--- src/hdl/bbals_pkg.sv ---
package bbals_pkg;

    localparam int ACC_W       = 68;
    localparam int OPB_W       = 48;
    localparam int OPA_W       = 17;
    localparam int PROD_W      = OPA_W + OPB_W;
    localparam int BOUNCE_FRAC = 16;
    localparam logic signed [OPA_W-1:0] BOUNCE_COEF = -17'sd39322;
    localparam int NUM_UOPS    = 19;
    localparam int CNT_W       = 5;
    localparam int CFG_IDX_W   = 3;

    localparam logic signed [ACC_W-1:0] S32_MAX = 68'sh0_0000_0000_7FFF_FFFF;
    localparam logic signed [ACC_W-1:0] S32_MIN = -68'sh0_0000_0000_8000_0000;

    typedef enum logic [CFG_IDX_W-1:0] {
        CFG_LINE_X, CFG_LINE_Y, CFG_COS, CFG_SIN,
        CFG_LEFT, CFG_WIDTH, CFG_RADIUS, CFG_GRAVITY
    } t_cfg_idx;

    typedef struct packed {
        logic [31:0] line_x;
        logic [31:0] line_y;
        logic [15:0] cos_angle;
        logic [15:0] sin_angle;
        logic [31:0] extent_left;
        logic [30:0] extent_width;
        logic [25:0] ball_radius;
        logic [17:0] gravity;
    } t_cfg;

    typedef enum logic [1:0] {A_COS, A_SIN, A_BNC} t_asel;
    typedef enum logic [2:0] {B_X1, B_Y1, B_VX, B_VY, B_X2, B_Y2, B_VX1, B_VY1} t_bsel;
    typedef enum logic [1:0] {AC_NONE, AC_LOAD, AC_ADD, AC_SUB} t_accop;
    typedef enum logic [3:0] {
        D_NONE, D_Y2, D_X2, D_VX1, D_VY1, D_PX, D_PY, D_VX, D_VY
    } t_dest;

    typedef struct packed {
        t_asel  asel;
        t_bsel  bsel;
        t_accop acc;
        t_dest  dest;
        logic   bshift;
    } t_uop;

    typedef enum logic [2:0] {
        ST_IDLE, ST_GRAV, ST_MOVE, ST_SPAN, ST_ROT, ST_OUT
    } t_state;

    typedef struct packed {
        logic load;
        logic grav;
        logic move;
        logic span;
        logic issue;
        logic flush;
        t_uop uop;
    } t_dp_ctl;

    typedef struct packed {
        logic span_hit;
        logic y2_done;
        logic y2_hit;
    } t_dp_sts;

    function automatic logic signed [31:0] sat32(input logic signed [ACC_W-1:0] v);
        logic signed [31:0] r;
        if (v > S32_MAX) begin
            r = 32'sh7FFF_FFFF;
        end else if (v < S32_MIN) begin
            r = -32'sh8000_0000;
        end else begin
            r = v[31:0];
        end
        return r;
    endfunction

    function automatic t_uop mk_uop(input t_asel a, input t_bsel b, input t_accop ac,
                                    input t_dest d, input logic bsh);
        t_uop u;
        u.asel   = a;
        u.bsel   = b;
        u.acc    = ac;
        u.dest   = d;
        u.bshift = bsh;
        return u;
    endfunction

    // rotate into line frame, bounce, rotate back
    function automatic t_uop uop_at(input logic [CNT_W-1:0] idx);
        t_uop u;
        unique case (idx)
            5'd0:    u = mk_uop(A_COS, B_Y1,  AC_LOAD, D_NONE, 1'b0);
            5'd1:    u = mk_uop(A_SIN, B_X1,  AC_SUB,  D_Y2,   1'b0);
            5'd2:    u = mk_uop(A_COS, B_X1,  AC_LOAD, D_NONE, 1'b0);
            5'd3:    u = mk_uop(A_SIN, B_Y1,  AC_ADD,  D_X2,   1'b0);
            5'd4:    u = mk_uop(A_COS, B_VX,  AC_LOAD, D_NONE, 1'b0);
            5'd5:    u = mk_uop(A_SIN, B_VY,  AC_ADD,  D_VX1,  1'b0);
            5'd6:    u = mk_uop(A_COS, B_VY,  AC_LOAD, D_NONE, 1'b0);
            5'd7:    u = mk_uop(A_SIN, B_VX,  AC_SUB,  D_VY1,  1'b0);
            5'd10:   u = mk_uop(A_BNC, B_VY1, AC_LOAD, D_VY1,  1'b1);
            5'd11:   u = mk_uop(A_COS, B_X2,  AC_LOAD, D_NONE, 1'b0);
            5'd12:   u = mk_uop(A_SIN, B_Y2,  AC_SUB,  D_PX,   1'b0);
            5'd13:   u = mk_uop(A_COS, B_Y2,  AC_LOAD, D_NONE, 1'b0);
            5'd14:   u = mk_uop(A_SIN, B_X2,  AC_ADD,  D_PY,   1'b0);
            5'd15:   u = mk_uop(A_COS, B_VX1, AC_LOAD, D_NONE, 1'b0);
            5'd16:   u = mk_uop(A_SIN, B_VY1, AC_SUB,  D_VX,   1'b0);
            5'd17:   u = mk_uop(A_COS, B_VY1, AC_LOAD, D_NONE, 1'b0);
            5'd18:   u = mk_uop(A_SIN, B_VX1, AC_ADD,  D_VY,   1'b0);
            default: u = mk_uop(A_COS, B_X1,  AC_NONE, D_NONE, 1'b0);
        endcase
        return u;
    endfunction

endpackage

--- src/hdl/ball_bounce_angled_line_step_unit.sv ---
// channel | signals                                   | word
// --------+-------------------------------------------+---------------------------------
// in      | s_axis_tvalid/tready/tdata/tuser          | load x,y,vx,vy; tuser = mode
// out     | m_axis_tvalid/tready/tdata/tuser          | pos x,y, vel x,y; tuser = bounced
// cfg     | i_cfg_valid/o_cfg_ready/index/data        | register index, value
//
// A load word is echoed. A tick runs gravity, move and span check; with overlap it
// rotates until y2 is written back, and with contact it runs 17 products through one
// shared 17x48 multiply-accumulate with a 3-stage issue/accumulate/writeback pipe.
// Synchronous active-low reset returns registers to defaults and ball state to zero.
// Input is not ready from acceptance until the result word is taken.
module ball_bounce_angled_line_step_unit
    import bbals_pkg::*;
#(
    parameter int POS_FRAC_BITS  = 16,
    parameter int TRIG_FRAC_BITS = 14
)(
    input  logic                 i_clk,
    input  logic                 i_rst_n,
    input  logic                 s_axis_tvalid,
    output logic                 s_axis_tready,
    input  logic [127:0]         s_axis_tdata,  // load_x, load_y, load_vx, load_vy
    input  logic [0:0]           s_axis_tuser,  // mode
    output logic                 m_axis_tvalid,
    input  logic                 m_axis_tready,
    output logic [127:0]         m_axis_tdata,  // pos_x, pos_y, vel_x, vel_y
    output logic [0:0]           m_axis_tuser,  // bounced
    input  logic                 i_cfg_valid,
    output logic                 o_cfg_ready,
    input  logic [CFG_IDX_W-1:0] i_cfg_index,
    input  logic [31:0]          i_cfg_data
);

    localparam logic [63:0] LX_RST  = 64'd50 << POS_FRAC_BITS;
    localparam logic [63:0] LY_RST  = 64'd200 << POS_FRAC_BITS;
    localparam logic [63:0] COS_RST = 64'd1 << TRIG_FRAC_BITS;
    localparam logic [63:0] WID_RST = 64'd300 << POS_FRAC_BITS;
    localparam logic [63:0] RAD_RST = 64'd40 << POS_FRAC_BITS;
    localparam logic [63:0] GRV_RST = (64'd2 << POS_FRAC_BITS) / 10;

    t_cfg    r_cfg;
    t_dp_ctl w_ctl;
    t_dp_sts w_sts;
    logic    w_in_acc, w_out_acc, w_cfg_wr;

    assign o_cfg_ready = 1'b1;
    assign w_cfg_wr    = i_cfg_valid && o_cfg_ready;
    assign w_in_acc    = s_axis_tvalid && s_axis_tready;
    assign w_out_acc   = m_axis_tvalid && m_axis_tready;

    always_ff @(posedge i_clk) begin
        if (!i_rst_n) begin
            r_cfg.line_x       <= LX_RST[31:0];
            r_cfg.line_y       <= LY_RST[31:0];
            r_cfg.cos_angle    <= COS_RST[15:0];
            r_cfg.sin_angle    <= '0;
            r_cfg.extent_left  <= LX_RST[31:0];
            r_cfg.extent_width <= WID_RST[30:0];
            r_cfg.ball_radius  <= RAD_RST[25:0];
            r_cfg.gravity      <= GRV_RST[17:0];
        end else if (w_cfg_wr) begin
            unique case (t_cfg_idx'(i_cfg_index))
                CFG_LINE_X:  r_cfg.line_x       <= i_cfg_data;
                CFG_LINE_Y:  r_cfg.line_y       <= i_cfg_data;
                CFG_COS:     r_cfg.cos_angle    <= i_cfg_data[15:0];
                CFG_SIN:     r_cfg.sin_angle    <= i_cfg_data[15:0];
                CFG_LEFT:    r_cfg.extent_left  <= i_cfg_data;
                CFG_WIDTH:   r_cfg.extent_width <= i_cfg_data[30:0];
                CFG_RADIUS:  r_cfg.ball_radius  <= i_cfg_data[25:0];
                CFG_GRAVITY: r_cfg.gravity      <= i_cfg_data[17:0];
                default: ;
            endcase
        end
    end

    bbals_ctrl u_ctrl (
        .i_clk       (i_clk),
        .i_rst_n     (i_rst_n),
        .i_in_acc    (w_in_acc),
        .i_mode      (s_axis_tuser[0]),
        .i_out_acc   (w_out_acc),
        .i_sts       (w_sts),
        .o_ctl       (w_ctl),
        .o_in_ready  (s_axis_tready),
        .o_out_valid (m_axis_tvalid)
    );

    bbals_dpath #(
        .TRIG_FRAC_BITS (TRIG_FRAC_BITS)
    ) u_dpath (
        .i_clk   (i_clk),
        .i_rst_n (i_rst_n),
        .i_cfg   (r_cfg),
        .i_ctl   (w_ctl),
        .i_load  (s_axis_tdata),
        .o_sts   (w_sts),
        .o_state (m_axis_tdata),
        .o_hit   (m_axis_tuser[0])
    );

endmodule

--- src/hdl/bbals_ctrl.sv ---
module bbals_ctrl
    import bbals_pkg::*;
(
    input  logic    i_clk,
    input  logic    i_rst_n,
    input  logic    i_in_acc,
    input  logic    i_mode,
    input  logic    i_out_acc,
    input  t_dp_sts i_sts,
    output t_dp_ctl o_ctl,
    output logic    o_in_ready,
    output logic    o_out_valid
);

    localparam logic [CNT_W-1:0] LAST_CNT = CNT_W'(NUM_UOPS + 1);
    localparam logic [CNT_W-1:0] ISSUE_END = CNT_W'(NUM_UOPS);

    t_state           r_state, n_state;
    logic [CNT_W-1:0] r_cnt, n_cnt;

    always_ff @(posedge i_clk) begin
        if (!i_rst_n) begin
            r_state <= ST_IDLE;
            r_cnt   <= '0;
        end else begin
            r_state <= n_state;
            r_cnt   <= n_cnt;
        end
    end

    always_comb begin
        n_state     = r_state;
        n_cnt       = r_cnt;
        o_ctl       = '0;
        o_ctl.uop   = uop_at(r_cnt);
        o_in_ready  = 1'b0;
        o_out_valid = 1'b0;
        unique case (r_state)
            ST_IDLE: begin
                o_in_ready = 1'b1;
                if (i_in_acc) begin
                    o_ctl.load = i_mode;
                    n_state    = i_mode ? ST_OUT : ST_GRAV;
                end
            end
            ST_GRAV: begin
                o_ctl.grav = 1'b1;
                n_state    = ST_MOVE;
            end
            ST_MOVE: begin
                o_ctl.move = 1'b1;
                n_state    = ST_SPAN;
            end
            ST_SPAN: begin
                o_ctl.span = 1'b1;
                n_cnt      = '0;
                n_state    = i_sts.span_hit ? ST_ROT : ST_OUT;
            end
            ST_ROT: begin
                o_ctl.issue = (r_cnt < ISSUE_END);
                if (i_sts.y2_done && !i_sts.y2_hit) begin
                    // ball above the line: drop the rest of the sequence
                    o_ctl.flush = 1'b1;
                    n_state     = ST_OUT;
                end else if (r_cnt == LAST_CNT) begin
                    n_state = ST_OUT;
                end else begin
                    n_cnt = r_cnt + 1'b1;
                end
            end
            ST_OUT: begin
                o_out_valid = 1'b1;
                if (i_out_acc) begin
                    n_state = ST_IDLE;
                end
            end
            default: begin
                n_state = ST_IDLE;
            end
        endcase
    end

endmodule

--- src/hdl/bbals_dpath.sv ---
module bbals_dpath
    import bbals_pkg::*;
#(
    parameter int TRIG_FRAC_BITS = 14
)(
    input  logic         i_clk,
    input  logic         i_rst_n,
    input  t_cfg         i_cfg,
    input  t_dp_ctl      i_ctl,
    input  logic [127:0] i_load,
    output t_dp_sts      o_sts,
    output logic [127:0] o_state,
    output logic         o_hit
);

    localparam logic signed [ACC_W-1:0] HALF_T = ACC_W'(1) <<< (TRIG_FRAC_BITS - 1);
    localparam logic signed [ACC_W-1:0] HALF_B = ACC_W'(1) <<< (BOUNCE_FRAC - 1);

    logic signed [31:0]       r_px, r_py, r_vx, r_vy;
    logic                     r_hit;
    logic signed [OPB_W-1:0]  r_x1, r_y1, r_x2, r_y2, r_vx1, r_vy1;
    logic signed [PROD_W-1:0] r_prod;
    logic signed [ACC_W-1:0]  r_acc;
    t_uop                     r_s1_uop, r_s2_uop;
    logic                     r_s1_v, r_s2_v;

    logic signed [15:0]       w_cos, w_sin;
    logic signed [OPA_W-1:0]  w_a;
    logic signed [OPB_W-1:0]  w_b;
    logic signed [ACC_W-1:0]  w_prod, w_half, w_shift, w_neg_r, w_px_sum, w_py_sum;
    logic signed [34:0]       w_pxe, w_rad, w_left, w_right;
    logic                     w_wb, w_y2_hit;

    assign w_cos = $signed(i_cfg.cos_angle);
    assign w_sin = $signed(i_cfg.sin_angle);

    always_comb begin
        case (i_ctl.uop.asel)
            A_COS:   w_a = OPA_W'(w_cos);
            A_SIN:   w_a = OPA_W'(w_sin);
            default: w_a = BOUNCE_COEF;
        endcase
        case (i_ctl.uop.bsel)
            B_X1:    w_b = r_x1;
            B_Y1:    w_b = r_y1;
            B_VX:    w_b = OPB_W'(r_vx);
            B_VY:    w_b = OPB_W'(r_vy);
            B_X2:    w_b = r_x2;
            B_Y2:    w_b = r_y2;
            B_VX1:   w_b = r_vx1;
            default: w_b = r_vy1;
        endcase
    end

    assign w_prod  = ACC_W'(r_prod);
    assign w_half  = r_s1_uop.bshift ? HALF_B : HALF_T;
    assign w_shift = r_s2_uop.bshift ? (r_acc >>> BOUNCE_FRAC) : (r_acc >>> TRIG_FRAC_BITS);
    assign w_neg_r = -$signed({{(ACC_W-26){1'b0}}, i_cfg.ball_radius});
    assign w_y2_hit = (w_shift > w_neg_r);
    assign w_wb    = r_s2_v && (r_s2_uop.dest != D_NONE);
    assign w_px_sum = ACC_W'($signed(i_cfg.line_x)) + w_shift;
    assign w_py_sum = ACC_W'($signed(i_cfg.line_y)) + w_shift;

    assign w_pxe   = 35'(r_px);
    assign w_rad   = $signed({9'b0, i_cfg.ball_radius});
    assign w_left  = 35'($signed(i_cfg.extent_left));
    assign w_right = w_left + $signed({4'b0, i_cfg.extent_width});

    assign o_sts.span_hit = (w_pxe + w_rad > w_left) && (w_pxe - w_rad < w_right);
    assign o_sts.y2_done  = r_s2_v && (r_s2_uop.dest == D_Y2);
    assign o_sts.y2_hit   = w_y2_hit;

    assign o_state = {r_vy, r_vx, r_py, r_px};
    assign o_hit   = r_hit;

    always_ff @(posedge i_clk) begin
        if (!i_rst_n) begin
            r_px   <= '0;
            r_py   <= '0;
            r_vx   <= '0;
            r_vy   <= '0;
            r_hit  <= 1'b0;
            r_s1_v <= 1'b0;
            r_s2_v <= 1'b0;
        end else begin
            r_s1_v <= i_ctl.issue && !i_ctl.flush;
            r_s2_v <= r_s1_v && !i_ctl.flush;
            if (i_ctl.load) begin
                r_px  <= $signed(i_load[31:0]);
                r_py  <= $signed(i_load[63:32]);
                r_vx  <= $signed(i_load[95:64]);
                r_vy  <= $signed(i_load[127:96]);
                r_hit <= 1'b0;
            end
            if (i_ctl.grav) begin
                r_vy  <= sat32(ACC_W'(r_vy) + ACC_W'($signed(i_cfg.gravity)));
                r_hit <= 1'b0;
            end
            if (i_ctl.move) begin
                r_px <= sat32(ACC_W'(r_px) + ACC_W'(r_vx));
                r_py <= sat32(ACC_W'(r_py) + ACC_W'(r_vy));
            end
            if (w_wb) begin
                case (r_s2_uop.dest)
                    D_Y2: begin
                        r_y2  <= w_y2_hit ? w_neg_r[OPB_W-1:0] : w_shift[OPB_W-1:0];
                        r_hit <= w_y2_hit;
                    end
                    D_X2:    r_x2  <= w_shift[OPB_W-1:0];
                    D_VX1:   r_vx1 <= w_shift[OPB_W-1:0];
                    D_VY1:   r_vy1 <= w_shift[OPB_W-1:0];
                    D_PX:    r_px  <= sat32(w_px_sum);
                    D_PY:    r_py  <= sat32(w_py_sum);
                    D_VX:    r_vx  <= sat32(w_shift);
                    D_VY:    r_vy  <= sat32(w_shift);
                    default: ;
                endcase
            end
        end
    end

    always_ff @(posedge i_clk) begin
        if (i_ctl.span) begin
            r_x1 <= OPB_W'(ACC_W'(r_px) - ACC_W'($signed(i_cfg.line_x)));
            r_y1 <= OPB_W'(ACC_W'(r_py) - ACC_W'($signed(i_cfg.line_y)));
        end
        r_prod   <= w_a * w_b;
        r_s1_uop <= i_ctl.uop;
        r_s2_uop <= r_s1_uop;
        if (r_s1_v) begin
            case (r_s1_uop.acc)
                AC_LOAD: r_acc <= w_prod + w_half;
                AC_ADD:  r_acc <= r_acc + w_prod;
                AC_SUB:  r_acc <= r_acc - w_prod;
                default: ;
            endcase
        end
    end

endmodule

--- config.mk ---
export PLATFORM = sky130hd
export DESIGN_NAME = ball_bounce_angled_line_step_unit
export DESIGN_NICKNAME = d
export VERILOG_FILES = /design/src/hdl/bbals_pkg.sv /design/src/hdl/ball_bounce_angled_line_step_unit.sv /design/src/hdl/bbals_ctrl.sv /design/src/hdl/bbals_dpath.sv
export SDC_FILE = /design/constraint.sdc
export NUM_CORES = 2
export LEC_CHECK = 0
export ABC_AREA = 1
export BUFFER_PORTS_ARGS = -buffer_cell sky130_fd_sc_hd__buf_4
export CAP_MARGIN = 25
export CORE_ASPECT_RATIO = 1.25
export CORE_MARGIN = 2
export CORE_UTILIZATION = 30
export CTS_CLUSTER_SIZE = 8
export DETAILED_ROUTE_END_ITERATION = 8
export GPL_TIMING_DRIVEN = 1
export PLACE_DENSITY = 0.53
export SYNTH_ARGS = -nofsm -noshare
export SYNTH_HDL_FRONTEND = slang
export SYNTH_SLANG_ARGS = --single-unit
--- constraint.sdc ---
create_clock -name i_clk -period 13.56 [get_ports i_clk]
set_input_delay 0.678 -clock i_clk [delete_from_list [all_inputs] [get_ports i_clk]]
set_output_delay 0.678 -clock i_clk [all_outputs]
set_load 0.02 [all_outputs]
# Word-level counts from Yosys, hierarchy flattened
# Memory sizes are Yosys's and may differ from the RTL's. A register that Yosys moved wholly into a read port is not among the register bits.
# Index checks and enable logic that the tools add are counted.
# classes
reduce_logical,32
mul,1
eq_ne,36
n_addsub,15
muxes,58
magnitude_cmp,16
# ops
op,n
$mux W32,27
$gt A68 B32 Y1 const B,5
$lt A68 B32 Y1 const B,5
$pmux W48 S7,1
$pmux W68 S3,1
$add A32 B54 Y55,2
$add A32 B32 Y33,3
$add A68 B65 Y68,1
$gt A54 B68 Y1,1
$neg A26 Y68,1
$sub A68 B65 Y68,1
$add A65 B17 Y66,1
$sub A32 B32 Y33,2
$mul A17 B48 Y65,1
$gt A54 B32 Y1 const B,1
$lt A54 B32 Y1 const B,1
$mux W53,1
$mux W48,1
$lt A35 B35 Y1,1
$pmux W17 S2,1
$add A32 B18 Y33,1
$add A32 B27 Y33,1
$gt A33 B32 Y1,1
$sub A32 B27 Y33,1
other kinds (31),96
# word_totals
word_cells,189
rom_bits,384
input_bits,169
memories,1
reg_bits,775
output_inout_bits,132
# memory_table
name,depth,word_bits,read_ports,rd_clocked_by_memory_dff,write_ports,line_no,source
(name not given),32,12,1,1,0,bbals_pkg.sv:93,unique case (idx)

# Depth between registers and ports, before layout
# logic_depth
word_depth,9
mapped_depth,41
depth_no_buf,41

# Cells and area by module
# A second synthesis with hierarchy kept.
# hier_totals
cells_unflattened,13708
hier_area_um2,94638.3
# modules_own_cells
mod,area_each_um2,instances,seq_area_each_um2,cells_each
bbals_dpath,85499.5,1,13953.4,12384
ball_bounce_angled_line_step_unit,7860.0,1,4063.9,1138
bbals_ctrl,1278.7,1,360.3,186

# Worst setup path after synthesis
# No wires, ideal clock.
# synth_timing
kind,register to register
start,reg u_ctrl.o_ctl[8] (netlist name)
end,reg u_dpath.r_prod[60]
required_ns,13.448
synth_period_minus_slack_ns,7.002
t_arrival_ns,6.890
path_slack_ns,6.558
stages_incl_launch_ff,32
cell_sequence,dfxtp_1 > nand2_1 > nor2_2 > inv_2 > clkbuf_1 > buf_1 > o21ai_1 > inv_2 > nor2_1 > fa_1 > fa_1 > fa_1 > fa_1 > fa_1 > inv_1 > fa_1 > inv_1 > ha_1 > nand2_1 > nor2_1 > inv_1 > nor4_1 > nand2_1 > o211ai_1 > nand2_1 > nand2_1 > a21oi_1 > o21ai_1 > a21o_1 > nand2_1 > nand3_1 > nand2_1
# synth_between
elab_chain_cells,3
word_cells_on_any_way,9
classes_between,mul (1); eq/ne (6); mux (1); reduce/logical (1)
# synth_rtl
element,line_no,source
$eq A3 B3 Y1 (tied with other cells),bbals_dpath.sv:43,case (i_ctl.uop.bsel)
$pmux W48 S7 *,bbals_dpath.sv:43,
$mul A17 B48 Y65 *,bbals_dpath.sv:127,r_prod <= w_a * w_b;
end signal: assignment,bbals_dpath.sv:127,
end: declaration,bbals_dpath.sv:22,logic signed [PROD_W-1:0] r_prod;
# Every way passes the cells marked *; elsewhere a longest branch is shown, timed or not.
# A chain may end at the register's enable or synchronous reset.

# Worst setup path in the final report
# layout_timing
start,reg u_ctrl.o_ctl[9] (netlist name)
end,reg u_dpath.r_prod[62]
# layout_between
elab_chain_cells,3
word_cells_on_any_way,9
classes_between,mul (1); eq/ne (6); mux (1); reduce/logical (1)
# layout_rtl
element,line_no
$eq A3 B3 Y1 (tied with other cells),bbals_dpath.sv:43
$pmux W48 S7 *,bbals_dpath.sv:43
$mul A17 B48 Y65 *,bbals_dpath.sv:127
# Marks and branches as above.

==> results.cfg <==
[detailed_routing]
drt-wirelength-per-cell_um = 25.66
drc = 0
finalWirelength_mm = 435.8
drt_iter0_markers = 8318
ant_nets = 0
via_per_inst = 5.232
dr.pass1.iters = 8
dr_total_vias = 88850

[cts]
cts_resized = 0
cts_tree = yes
clk_path_buf_depth = 3
clk_pin_slew_worst_paths_ns = 0.06
cts_setup_buffers = 0
hold_buffers = 0
clkLatencyLatePin_ns = 0.80
cts_buffers = 108
h-tree-depth = 3
root_buffer = clkbuf_16
clock_sinks = 755

[timing]
rsz0062_at_grt = no
final.setup.tns_ns = 0
fin_crit_sh_pct = 69.15
final_max_slew_viol_count = 0
layout_min_cycle_time_ns = 9.377
setup_viol_count_final = 0
hold_viol_final = 0
fmax_mhz = 106.6
skew_ns = 0.08348
maxSlewHeadroom_pct = 18.03
worstMarginPinSlew_ns = 1.230

[synth]
ys_types = 83
syn_inst = 12680
ys_seq_area_share_pct = 20.12
synth-edff-count = 326
syn_avg_cell_area_um2 = 7.202
yosys_warnings = 0
synth_top_flop_cell = dfxtp_1
netlist_area_um2 = 91330
synth-seq-cells = 755
async_flop_share_pct = 0
syn_nets = 14330

[global_route]
grt_max_degree = 147
grt_pass1_vias = 88800
grtUsageTotal_pct = 27.65
antenna_found_initial = 43
overflow = 0
grt_pass1_wl_mm = 623.5

[die]
die_h_um = 620.9
io_pins = 301
dieArea_um2 = 308900
fp.dieW_um = 497.5
initial_core_util_pct = 30.13
core_area_um2 = 303100
row_count = 226

[worst_setup_path]
critPathKind = flop to flop
cp-startpoint = u_ctrl.o_ctl[9]
worst_path_max_delay_cell = nor4_1
crit_required_ns = 14.19
cp-end-kind = flop
r2r-start = u_ctrl.o_ctl[9]
cp.arrival_ns = 10.01
r2r_cells = 30
crit_top_cell = inv_1
crit_path_max_incr_delay_ns = 0.70
reg2reg_slack_ns = 4.18
r2r_end = u_dpath.r_prod[62]
critPathLaunchType = flop
path_max_fanout = 13

[layout]
fillers = 33190
area_growth_pct = 11.84
nNetsFinal = 14560
drive_above_1_share_pct = 6.877

[min_path]
hp-class = input pin to flop
min_path_cells = 5
hold_end = u_dpath.r_vx[25]
worstHoldStart = s_axis_tdata[89]

[status]
status = complete, no violations

[placement]
io_buffers = 299
dpl.hpwl_mm = 355.7
routabilityCongestion = 1.002

[job]
max_cap_viol_count = 0
## layout by cell type, fill, tap and decap left out, drive strengths merged, types with 24 or more instances in the layout
cell	n
nor4	70
o21a	69
a21o	32
nand2	2517
a21oi	942
nor3	130
ha	711
dfxtp	429
a21boi	36
a31oi	123
buf	501
xor2	361
nand3	494
edfxtp	326
nor2	1557
clkinv	31
o211ai	96
inv	2176
o22ai	24
xnor2	139
fa	773
or2	29
a221oi	60
o21ai	868
o21bai	46
nand4	159
clkbuf	164
## worst max-delay path, delay by kind of cell, from the launching register on
| kind | cells | cell delay [ns] |
|---|---|---|
| XOR/XNOR | 1 | 0.18 |
| adder cells (fa/ha/maj) | 7 | 3.68 |
| buffers and inverters | 10 | 1.76 |
| AO/OA/AOI/OAI | 5 | 1.28 |
| flip-flops | 1 | 0.40 |
| AND/OR/NAND/NOR | 7 | 1.90 |
## cells by family after synthesis
family,Yosys count,share of synthesized area (%)
AND/OR/NAND/NOR,4987,22.67
buffers and inverters,2584,10.82
AO/OA/AOI/OAI,2367,14.86
adder cells (fa/ha/maj),1484,26.69
flip-flops,755,20.12
XOR/XNOR,500,4.824
multiplexers,2,0.02329
other,1,0.004106
## registers in the layout, indices dropped and copies added, names as in the netlist, 33 cells and up
signal / flops
u_dpath.r_vy1: 48
u_dpath.r_y2: 48
r_cfg: 203
u_dpath.r_y1: 33
u_dpath.r_vx1: 48
u_dpath.r_x2: 48
u_dpath.r_acc: 68
u_dpath.r_x1: 33
u_dpath.r_prod: 65
## metal layers
| layer | GRT usage, % | vias up | part of all wire [%] |
|---|---|---|---|
| met5 | 0 | - | 0.025 |
| met2 | 46.47 | 3526 | 47 |
| li1 | - | 41290 | - |
| met1 | 33.23 | 43100 | 39 |
| met4 | 17.95 | 16 | 7.4 |
| met3 | 3.671 | 916 | 6.6 |
## layout make-up
type | count | area [µm²] | share of cell area, %
Antenna cell | 22 | 55.05 | 0.05390
Multi-Input combinational cell | 9341 | 63310 | 61.98
Inverter | 2198 | 8259 | 8.086
Clock inverter | 11 | 249.0 | 0.2438
Timing Repair Buffer | 502 | 3896 | 3.815
Tap cell | 3990 | 4992 | 4.888
Clock buffer | 163 | 2999 | 2.936
Sequential cell | 755 | 18380 | 18.00
## synthesized netlist by cell type (all sizes together) (6+ instances only)
master	number	area (µm²)
and3	7	43.79
o21ai	868	4449
a31oi	123	919.6
clkbuf	313	1176
and2	9	56.31
a21o	32	240.2
o21a	69	518.0
o311ai	6	52.55
nor4	70	471.7
inv	2174	8165
or2	29	181.4
o2111ai	9	78.83
o21bai	46	352.8
a211oi	11	82.58
a221oi	60	531.8
xor2	361	3188
nand2	2517	9555
nand4	159	994.7
dfxtp	429	8588
o211ai	96	725.7
nor3	130	795.8
ha	711	8896
nand3b	12	90.09
fa	773	15470
edfxtp	326	9789
a22o	7	61.31
nor2	1557	5932
a21oi	942	4767
nand3	494	2557
a21boi	36	296.5
xnor2	139	1217
o31ai	8	60.06
buf	73	450.4
o221a	6	67.56
o221ai	8	70.07
o22ai	24	150.1
clkinv	24	90.09
## per-stage QoR
step | std cells | worst slack (ns) | utilization [%] | hold slack, ns | area, µm²
after CTS | 16950 | 4.226 | 33.63 | 0.2206 | 101900
after global placement | 16780 | 4.294 | 32.54 | 0.3116 | 98650
after floorplan | 12680 | 6.558 | - | 0.3096 | 91330
after global routing | 16960 | 3.852 | 33.68 | 0.2654 | 102100
after detailed placement | 16780 | 4.264 | 32.56 | 0.3121 | 98690
final | 16980 | 4.183 | 33.69 | 0.2559 | 102100
## worst max-delay path by stage
stage / to / cells past startpoint
detailed placement: u_dpath.r_prod[62] / 30
floorplan: u_dpath.r_prod[60] / 31
global route: u_dpath.r_prod[54] / 30
CTS: u_dpath.r_prod[62] / 30
global placement: u_dpath.r_prod[62] / 30
finish: u_dpath.r_prod[62] / 30
Power is left out: the tool's default activity adds up to more than one toggle a clock period on the data nets, which glitch-free logic cannot reach.
